[src/stateful_packet_filter_unit_macros.svh]
// assertion macros shared by the packet filter modules
`ifndef STATEFUL_PACKET_FILTER_UNIT_MACROS_SVH
`define STATEFUL_PACKET_FILTER_UNIT_MACROS_SVH

// same-cycle implication
`define SPFU_ASSERT_IMPLY(label, clk, rst, ante, cons) \
   label: assert property (@(posedge clk) disable iff (rst) (ante) |-> (cons)) \
      else $error("packet filter check failed");

// next-cycle implication
`define SPFU_ASSERT_NEXT(label, clk, rst, ante, cons) \
   label: assert property (@(posedge clk) disable iff (rst) (ante) |=> (cons)) \
      else $error("packet filter sequencing check failed");

`endif

[src/spfu_pkg.sv]
// shared types, constants and match function of the packet filter
package spfu_pkg;

   localparam int RULES_DEF       = 512;
   localparam int BUCKET_BITS_DEF = 10;
   localparam int WAYS_DEF        = 4;

   localparam logic [31:0] HASH_ADDR_MUL = 32'd2654435769;
   localparam logic [7:0]  HASH_PORT_MUL = 8'd158;
   localparam logic [31:0] ANY_ADDR      = 32'hffffffff;
   localparam logic [5:0]  FULL_PREFIX   = 6'd32;

   localparam logic CMD_LOAD   = 1'b0;
   localparam logic CMD_PACKET = 1'b1;

   typedef enum logic [2:0] {
      RSN_CONN        = 3'd0,
      RSN_RECORDED    = 3'd1,
      RSN_REJECT      = 3'd2,
      RSN_NO_RULE     = 3'd3,
      RSN_NOT_SYN     = 3'd4,
      RSN_BUCKET_FULL = 3'd5,
      RSN_RULE_LOAD   = 3'd6
   } reason_type;

   typedef struct packed {
      logic [31:0] src_addr;
      logic [31:0] dst_addr;
      logic [5:0]  src_len;
      logic [5:0]  dst_len;
      logic [15:0] src_port;
      logic [15:0] dst_port;
      logic        src_any;
      logic        dst_any;
      logic        permit;
   } rule_type;

   typedef struct packed {
      logic        valid;
      logic [31:0] src_addr;
      logic [31:0] dst_addr;
      logic [15:0] src_port;
      logic [15:0] dst_port;
   } conn_type;

   typedef struct packed {
      logic       latch;
      logic       rule_write;
      logic       hash_mul;
      logic       hash_add;
      logic       base_calc;
      logic       conn_read;
      logic       conn_check;
      logic       rule_start;
      logic       rule_scan;
      logic       conn_write;
      logic       clear;
      logic       finish;
      logic       res_accept;
      reason_type res_reason;
      logic       res_hit;
      logic       res_use_idx;
   } ctl_type;

   typedef struct packed {
      logic clear_last;
      logic rule_full;
      logic conn_hit;
      logic way_last;
      logic syn;
      logic rule_match;
      logic match_permit;
      logic scan_miss;
      logic free_found;
      logic rsp_free;
   } sts_type;

   function automatic logic prefix_match(input logic [31:0] pkt, input logic [31:0] rule,
                                         input logic [5:0] len);
      logic [5:0]  eff;
      logic [31:0] mask;
      eff  = (len > FULL_PREFIX) ? FULL_PREFIX : len;
      mask = 32'hffffffff << (FULL_PREFIX - eff);
      if (rule == ANY_ADDR || len == 6'd0) begin
         return 1'b1;
      end
      return (pkt & mask) == (rule & mask);
   endfunction

endpackage

[src/spfu_ctrl.sv]
// controller: sequences loads, connection lookup, rule scan and insert
`include "stateful_packet_filter_unit_macros.svh"
module spfu_ctrl (
   input  logic              clock,
   input  logic              reset,
   input  logic              req_valid,
   input  logic              req_cmd,
   output logic              req_stall,
   input  spfu_pkg::sts_type sts,
   output spfu_pkg::ctl_type ctl
);
   import spfu_pkg::*;

   typedef enum logic [3:0] {
      ST_CLEAR,
      ST_IDLE,
      ST_LOAD,
      ST_HASH_MUL,
      ST_HASH_ADD,
      ST_BASE,
      ST_CONN_RD,
      ST_CONN_CHK,
      ST_RULE_SCAN,
      ST_INSERT,
      ST_FINISH
   } state_type;

   state_type  state_ff;
   logic       res_accept_ff;
   reason_type res_reason_ff;
   logic       res_hit_ff;
   logic       res_use_idx_ff;

   assign req_stall = (state_ff != ST_IDLE);

   always_ff @(posedge clock) begin
      if (reset) begin
         state_ff       <= ST_CLEAR;
         res_accept_ff  <= 1'b0;
         res_reason_ff  <= RSN_CONN;
         res_hit_ff     <= 1'b0;
         res_use_idx_ff <= 1'b0;
      end else begin
         case (state_ff)
            ST_CLEAR: begin
               if (sts.clear_last) state_ff <= ST_IDLE;
            end
            ST_IDLE: begin
               if (req_valid) begin
                  state_ff <= (req_cmd == CMD_LOAD) ? ST_LOAD : ST_HASH_MUL;
               end
            end
            ST_LOAD: begin
               res_accept_ff  <= !sts.rule_full;
               res_reason_ff  <= RSN_RULE_LOAD;
               res_hit_ff     <= 1'b0;
               res_use_idx_ff <= !sts.rule_full;
               state_ff       <= ST_FINISH;
            end
            ST_HASH_MUL: state_ff <= ST_HASH_ADD;
            ST_HASH_ADD: state_ff <= ST_BASE;
            ST_BASE:     state_ff <= ST_CONN_RD;
            ST_CONN_RD:  state_ff <= ST_CONN_CHK;
            ST_CONN_CHK: begin
               res_hit_ff     <= 1'b0;
               res_use_idx_ff <= 1'b0;
               if (sts.conn_hit) begin
                  res_accept_ff <= 1'b1;
                  res_reason_ff <= RSN_CONN;
                  state_ff      <= ST_FINISH;
               end else if (!sts.way_last) begin
                  state_ff <= ST_CONN_RD;
               end else if (!sts.syn) begin
                  res_accept_ff <= 1'b0;
                  res_reason_ff <= RSN_NOT_SYN;
                  state_ff      <= ST_FINISH;
               end else begin
                  state_ff <= ST_RULE_SCAN;
               end
            end
            ST_RULE_SCAN: begin
               if (sts.rule_match) begin
                  res_hit_ff     <= 1'b1;
                  res_use_idx_ff <= 1'b1;
                  if (!sts.match_permit) begin
                     res_accept_ff <= 1'b0;
                     res_reason_ff <= RSN_REJECT;
                     state_ff      <= ST_FINISH;
                  end else if (sts.free_found) begin
                     res_accept_ff <= 1'b1;
                     res_reason_ff <= RSN_RECORDED;
                     state_ff      <= ST_INSERT;
                  end else begin
                     res_accept_ff <= 1'b1;
                     res_reason_ff <= RSN_BUCKET_FULL;
                     state_ff      <= ST_FINISH;
                  end
               end else if (sts.scan_miss) begin
                  res_accept_ff <= 1'b0;
                  res_reason_ff <= RSN_NO_RULE;
                  state_ff      <= ST_FINISH;
               end
            end
            ST_INSERT: state_ff <= ST_FINISH;
            ST_FINISH: begin
               if (sts.rsp_free) state_ff <= ST_IDLE;
            end
            default: state_ff <= ST_IDLE;
         endcase
      end
   end

   always_comb begin
      ctl             = '0;
      ctl.latch       = (state_ff == ST_IDLE) && req_valid;
      ctl.clear       = (state_ff == ST_CLEAR);
      ctl.rule_write  = (state_ff == ST_LOAD) && !sts.rule_full;
      ctl.hash_mul    = (state_ff == ST_HASH_MUL);
      ctl.hash_add    = (state_ff == ST_HASH_ADD);
      ctl.base_calc   = (state_ff == ST_BASE);
      ctl.conn_read   = (state_ff == ST_CONN_RD);
      ctl.conn_check  = (state_ff == ST_CONN_CHK);
      ctl.rule_start  = (state_ff == ST_CONN_CHK) && !sts.conn_hit && sts.way_last && sts.syn;
      ctl.rule_scan   = (state_ff == ST_RULE_SCAN);
      ctl.conn_write  = (state_ff == ST_INSERT);
      ctl.finish      = (state_ff == ST_FINISH) && sts.rsp_free;
      ctl.res_accept  = res_accept_ff;
      ctl.res_reason  = res_reason_ff;
      ctl.res_hit     = res_hit_ff;
      ctl.res_use_idx = res_use_idx_ff;
   end

   `SPFU_ASSERT_IMPLY(a_insert_has_free, clock, reset, state_ff == ST_INSERT, sts.free_found)
   `SPFU_ASSERT_IMPLY(a_scan_only_syn, clock, reset, state_ff == ST_RULE_SCAN, sts.syn)
   `SPFU_ASSERT_NEXT(a_finish_to_idle, clock, reset, ctl.finish, state_ff == ST_IDLE)

endmodule

[config.mk]
export PLATFORM = sky130hd
export DESIGN_NAME = spfu_ctrl
export DESIGN_NICKNAME = d
export VERILOG_FILES = /design/src/spfu_pkg.sv /design/src/spfu_ctrl.sv
export VERILOG_INCLUDE_DIRS = /design/src /design/src/src
export SDC_FILE = /design/constraint.sdc
export NUM_CORES = 1
export LEC_CHECK = 0
export ABC_AREA = 1
export BUFFER_PORTS_ARGS = -buffer_cell sky130_fd_sc_hd__buf_2
export CORE_ASPECT_RATIO = 1.5
export CORE_MARGIN = 2
export CORE_UTILIZATION = 35
export DETAILED_ROUTE_END_ITERATION = 6
export PLACE_DENSITY = 0.63
export SYNTH_ARGS = -nofsm -noshare
export SYNTH_HDL_FRONTEND = slang
export SYNTH_SLANG_ARGS = --single-unit
[constraint.sdc]
create_clock -name clock -period 1.6 [get_ports clock]
set_input_delay 0.08 -clock clock [delete_from_list [all_inputs] [get_ports clock]]
set_output_delay 0.08 -clock clock [all_outputs]
set_load 0.02 [all_outputs]
==> results of run 1 <==
==> sequential cells by signal, indices dropped and copies added, names as in the netlist <==
name and count:
res_hit_ff 1, res_accept_ff 1, state_ff 4, res_reason_ff 3
res_use_idx_ff 1
==> per-layer routing <==
metal	up-vias	routed length, microns
met3	4	122
met5	-	0
li1	487	-
met1	422	798
met2	31	1040
met4	0	21
==> worst max-delay path, stage by stage (launching register included) <==
cell and delay [ns]:
dfxtp_2 0.40, nand2_2 0.10, nor2_4 0.14, inv_2 0.06
or2_1 0.22, nor2_1 0.09, buf_4 0.14
==> kinds of logic (layout without fill, tap and decap cells) <==
logic type | after synthesis | in the layout | synth area share (%)
AOI/OAI and AO/OA | 16 | 16 | 10.5
and+or+nand+nor | 83 | 83 | 49.9
buffers and inverters | 25 | 59 | 13.6
DFF | 10 | 10 | 25.9
==> cells in the final DEF (no fill, tap or decap) <==
cell type,netlist,routed
nor2_1,25,25
nor3_1,3,3
nand3b_1,2,2
o21ai_1,4,4
or2_1,1,1
nor2_4,2,2
inv_1,19,19
nor2_2,2,2
nand4_1,3,3
a21oi_1,6,6
dfxtp_1,10,6
dfxtp_2,0,4
nand2_1,31,31
buf_2,0,31
inv_2,3,2
nand3_1,9,9
nand2_2,3,2
nand3_2,1,1
inv_4,0,1
clkbuf_4,0,3
clkbuf_8,0,1
o21ai_0,5,5
buf_4,3,2
a31oi_1,1,1
nand2_4,1,2
==> power by group <==
group / internal (uW) / switching (uW)
logic: 306 / 618
registers: 344 / 87.5
clock network: 138 / 92.1
==> layout make-up <==
class,instances,area (sq um)
fill,228,1060
multi-input combinational,99,472
sequential,10,205
timing repair buffer,33,170
inverter,22,85.1
clock buffer,4,36.3
tap,22,27.5
==> how the worst max path moves through the flow <==
stage / slack, ns / end / cells past startpoint / start
2_1_floorplan: 0.18 / ctl[10] / 5 / state_ff[1]
3_3_place_gp: 0.22 / state_ff[1] / 7 / state_ff[1]
3_5_place_dp: 0.19 / res_accept_ff / 7 / state_ff[3]
4_1_cts: 0.03 / ctl[10] / 7 / state_ff[3]
5_1_grt: 0.02 / ctl[10] / 6 / state_ff[1]
6_report: 0.12 / ctl[10] / 6 / state_ff[0]
==> stage by stage <==
| step | setup slack, ns | cell area [sq um] | instances |
|---|---|---|---|
| 3_5_place_dp | 0.192 | 937 | 185 |
| 6_report | 0.117 | 996 | 190 |
| 2_1_floorplan | 0.180 | 772 | 134 |
| 4_1_cts | 0.0259 | 985 | 190 |
| 5_1_grt | 0.0153 | 996 | 190 |
| 3_3_place_gp | 0.217 | 937 | 185 |
==> what timing repair did <==
action                                  CTS  global route
gates resized for setup                   3             4
pin swaps                                 1             1
buffers inserted                          1             0
endpoints found under the setup margin    1             5
==> out/metrics.yaml, run 1 <==
syn_area_sq_um: 772
ys_seq_area_share_pct: 25.9
core_sq_mm: 0.00205
hp-class: "in2reg"
path_clk_slew_ns: 0.07
cp-end-kind: "primary output"
fin_setup_tns_ns: 0
worstPathMaxFanout: 6
cts_sinks: 10
peakVddDrop_mv: 0.822
finalHoldViolCount: 0
vias: 944
routed_wl_microns: 1980
min_from: "reset"
gp_congestion: 0.898
top_usage_layer: "met2"
nNetsFinal: 183
vias_per_cell: 4.97
synth_area_per_cell_sq_um: 5.76
drive_gt1_share_pct: 31.5
r2r_end: "res_accept_ff"
hold_ws_ns: 0.0391
synth_cell_type_count: 20
rows: 20
crit_type: "reg2out"
finalCriticalPeriod_ns: 1.48
cts_tree: "done"
status: "finished, final reports clean"
met3_usage_pct: 3.81
grt_max_degree: 9
finalSetupViolCount: 0
cts_buffers: 3
power_density_mw_per_mm2: 1590
synth_warnings: 0
drt-pass1-iter-count: 4
r2r_start: "state_ff[2]"
die-area_sq_mm: 0.00261
slew_headroom_pct: 82.0
r2r_slack_ns: 0.22
hold_depth: 2
grt-ovfl-total: 0
total_power_uw: 1590
arrival_ns: 1.40
fin_crit_sh_pct: 92.7
syn_nets: 148
dpl.hpwl_microns: 1680
tightestPinTransition_ns: 0.269
report.final.slew_viol_count: 0
yosysTopAreaCellShare_pct: 25.9
drtIter0Drc: 22
synth-edff-count: 0
antenna_found_initial: 0
clock_latency_ns: 0.27
h-tree-depth: 1
cp-start-kind: "register"
diodes: 0
power_leakage_uw: 0.000582
die_h_microns: 61.5
synthMostInstantiatedCell: "nand2_1"
grt_pass1_vias: 881
grt_pass1_wl_microns: 3370
critPathRequiredTime_ns: 1.52
r2r_cells: 6
grtUsageTotal_pct: 17.1
synthTopCellsByArea: "dfxtp_1 (26%), nand2_1 (15%), nor2_1 (12%)"
start_util_pct: 37.6
fin_worst_skew_ns: 0.00612
ant_nets: 0
syn_inst: 134
ys_top_cells_by_count: "nand2_1 (31), nor2_1 (25), inv_1 (19), dfxtp_1 (10), nand3_1 (9)"
ys.flop_type: "dfxtp_1"
drc_errors: 0
root_buffer: "clkbuf_4"
fmax_mhz: 675
postLayoutCoreUtil_pct: 48.5
synth_top_area_cell: "dfxtp_1"
die_w_microns: 42.3
cts_hold_buf: 0
syn_to_final_growth_pct: 29.0
holdPathEnd: "state_ff[2]"
ios: 33
max-cap-violations: 0
io_buffers: 32
synthArstFlopShare_pct: 0
detail_route.wl_per_cell_microns: 10.4
clockBufferDepth: 2
rsz0062_at_grt: "no"
use_met2_pct: 33.8
ys_ff_latch: 10
met1_usage_pct: 16.5
Note: power is estimated with default switching activity, not from simulation.
==> inputs of run 2 (changes only) <==
--- a/config.mk
+++ b/config.mk
@@ -8,11 +8,10 @@
 export LEC_CHECK = 0
 export ABC_AREA = 1
 export BUFFER_PORTS_ARGS = -buffer_cell sky130_fd_sc_hd__buf_2
-export CORE_ASPECT_RATIO = 1.5
 export CORE_MARGIN = 2
-export CORE_UTILIZATION = 35
+export CORE_UTILIZATION = 40
 export DETAILED_ROUTE_END_ITERATION = 6
-export PLACE_DENSITY = 0.63
+export PLACE_DENSITY = 0.7
 export SYNTH_ARGS = -nofsm -noshare
 export SYNTH_HDL_FRONTEND = slang
 export SYNTH_SLANG_ARGS = --single-unit
==> out/metrics.yaml, run 2 (synthesis gave the netlist of run 1 again) <==
grt-ovfl-total: 0  # unchanged
swShare_pct: 50.5  # +0.23 points
dpl.hpwl_microns: 1600  # -4.4%
slew_headroom_pct: 76.7  # -5.3 points
cts_hold_buf: 0  # unchanged
largest_registers: "state_ff: 4 flops, res_reason_ff: 3 flops"
total_power_uw: 1600  # +1.1%
m1WireLength_microns: 950  # +19%
routed.top_layer: "met4"
power_density_mw_per_mm2: 1600  # +0.73%
wl_met3_microns: 164  # +34%
grtUsageTotal_pct: 20.7  # +3.6 points
arrival_ns: 1.44  # +0.04 ns
finalCriticalPeriod_ns: 1.52  # +0.0402 ns
worstPathMaxFanout: 5  # -1
diodes: 0  # unchanged
report.final.slew_viol_count: 0  # unchanged
cts_tree: "done"
core_sq_mm: 0.00176  # -14%
fin_setup_tns_ns: 0  # unchanged
drtIter0Drc: 25  # +14%
gp_congestion: 0.898  # about the same
rsz0062_at_grt: "no"
layout_common_cells: "nand2_1 (31), buf_2 (31), nor2_1 (25)"
detail_route.wl_per_cell_microns: 10.7  # +2.6%
max-cap-violations: 0  # unchanged
largest_reg_flops: 4  # unchanged
cp-end-kind: "primary output"
cts_buffers: 3  # unchanged
finalSetupViolCount: 0  # unchanged
ios: 33  # unchanged
hp-class: "in2reg"
r2r_slack_ns: 0.13  # -0.09 ns
drive_gt1_share_pct: 32.0  # +0.41 points
root_buffer: "clkbuf_4"
grt_max_degree: 9  # unchanged
clockPowerShare_pct: 14.1  # -0.4 points
drc_errors: 0  # unchanged
dpl-instance-area_sq_um: 941  # +0.40%
die_h_microns: 47.9  # -22%
antenna_found_initial: 0  # unchanged
rows: 15  # -25%
crit_type: "reg2out"
hold_ws_ns: 0.0436  # +0.00446 ns
status: "finished, final reports clean"
fin_crit_sh_pct: 95.2  # +2.5 points
start_util_pct: 43.8  # +6.1 points
h-tree-depth: 1  # unchanged
drt-pass1-iter-count: 4  # unchanged
fin_worst_skew_ns: 0.00159  # -0.00454 ns
routed_wl_microns: 2080  # +4.8%
vias_per_cell: 4.90  # -1.4%
nNetsFinal: 184  # +0.55%
io_buffers: 32  # unchanged
fmax_mhz: 657  # -2.6%
grt_pass1_wl_microns: 3320  # -1.7%
ant_nets: 0  # unchanged
die_w_microns: 47.9  # +13%
clockBufferDepth: 2  # unchanged
syn_to_final_growth_pct: 29.5
vias: 950  # +0.64%
power_frac_seq_pct: 26.9  # -0.3 points
postLayoutCellArea_sq_um: 1000  # +0.38%
die-area_sq_mm: 0.00230  # -12%
power.internal_uw: 793  # +0.64%
met2_wirelength_microns: 923  # -11%
finalHoldViolCount: 0  # unchanged
cp-start-kind: "register"
power_frac_comb_pct: 59.0  # +0.8 points
clock_latency_ns: 0.26  # about the same
cts_sinks: 10  # unchanged
power.switching_uw: 810  # +1.6%
tightestPinTransition_ns: 0.348  # +0.0786 ns
regMostFlops: "state_ff"
critPathRequiredTime_ns: 1.52  # about the same
grt_pass1_vias: 805  # -8.6%
path_clk_slew_ns: 0.07  # about the same
power_leakage_uw: 0.000584  # +0.32%
peakVddDrop_mv: 0.862  # +4.8%
run 2: per-layer routing:
layer  vias to the layer above  GRT usage [%]
met3                         6           6.04
met4                         0           7.57
li1                        495              -
met5                         -              0
met2                        37           31.5
met1                       412           27.7
run 2: area by class of cell:
cell class	count	area, sq um
inverter	22	82.6
fill	201	764
tap	25	31.3
multi-input combinational	99	467
clock buffer	4	36.3
sequential	10	205
timing repair buffer	34	178
run 2: what timing repair did:
item	in CTS	in global routing
endpoints found under the hold margin	0	0
setup endpoints to repair	1	4
gates cloned	0	0
gates resized for setup	3	2
pin swaps	1	0
buffers inserted	1	1
run 2: critical path: stages, from the launching register on:
cell and delay (ns):
dfxtp_2 0.35, inv_2 0.08, nand2_2 0.10, nor2_4 0.14, inv_2 0.06, or2_1 0.22
nor2_1 0.09, buf_4 0.15
run 2: power by group through the flow:
stage          logic [uW]  registers, uW  clock network (uW)
6_report              946            430                 226
5_1_grt              1070            441                 246
4_1_cts               927            425                 236
3_5_place_dp          920            424                   0
3_3_place_gp          915            421                   0
2_1_floorplan         689            440                   0
run 2: path summary, 6_finish.rpt:
kind | start | depth (start not counted) | endpoint
setup / recovery | state_ff[3] | 7 | ctl[10]
hold / removal | reset | 2 | state_ff[3]
setup reg to reg | state_ff[2] | 6 | res_reason_ff[2]
hold reg to reg | res_reason_ff[0] | 2 | res_reason_ff[0]
run 2: stage by stage:
stage	util [%]	cells	worst slack, ns
global route	56.7	194	0.0114
floorplan	-	134	0.180
finish	56.7	194	0.0772
CTS	56.0	193	0.0178
detailed placement	53.3	188	0.135
global placement	53.3	188	0.180
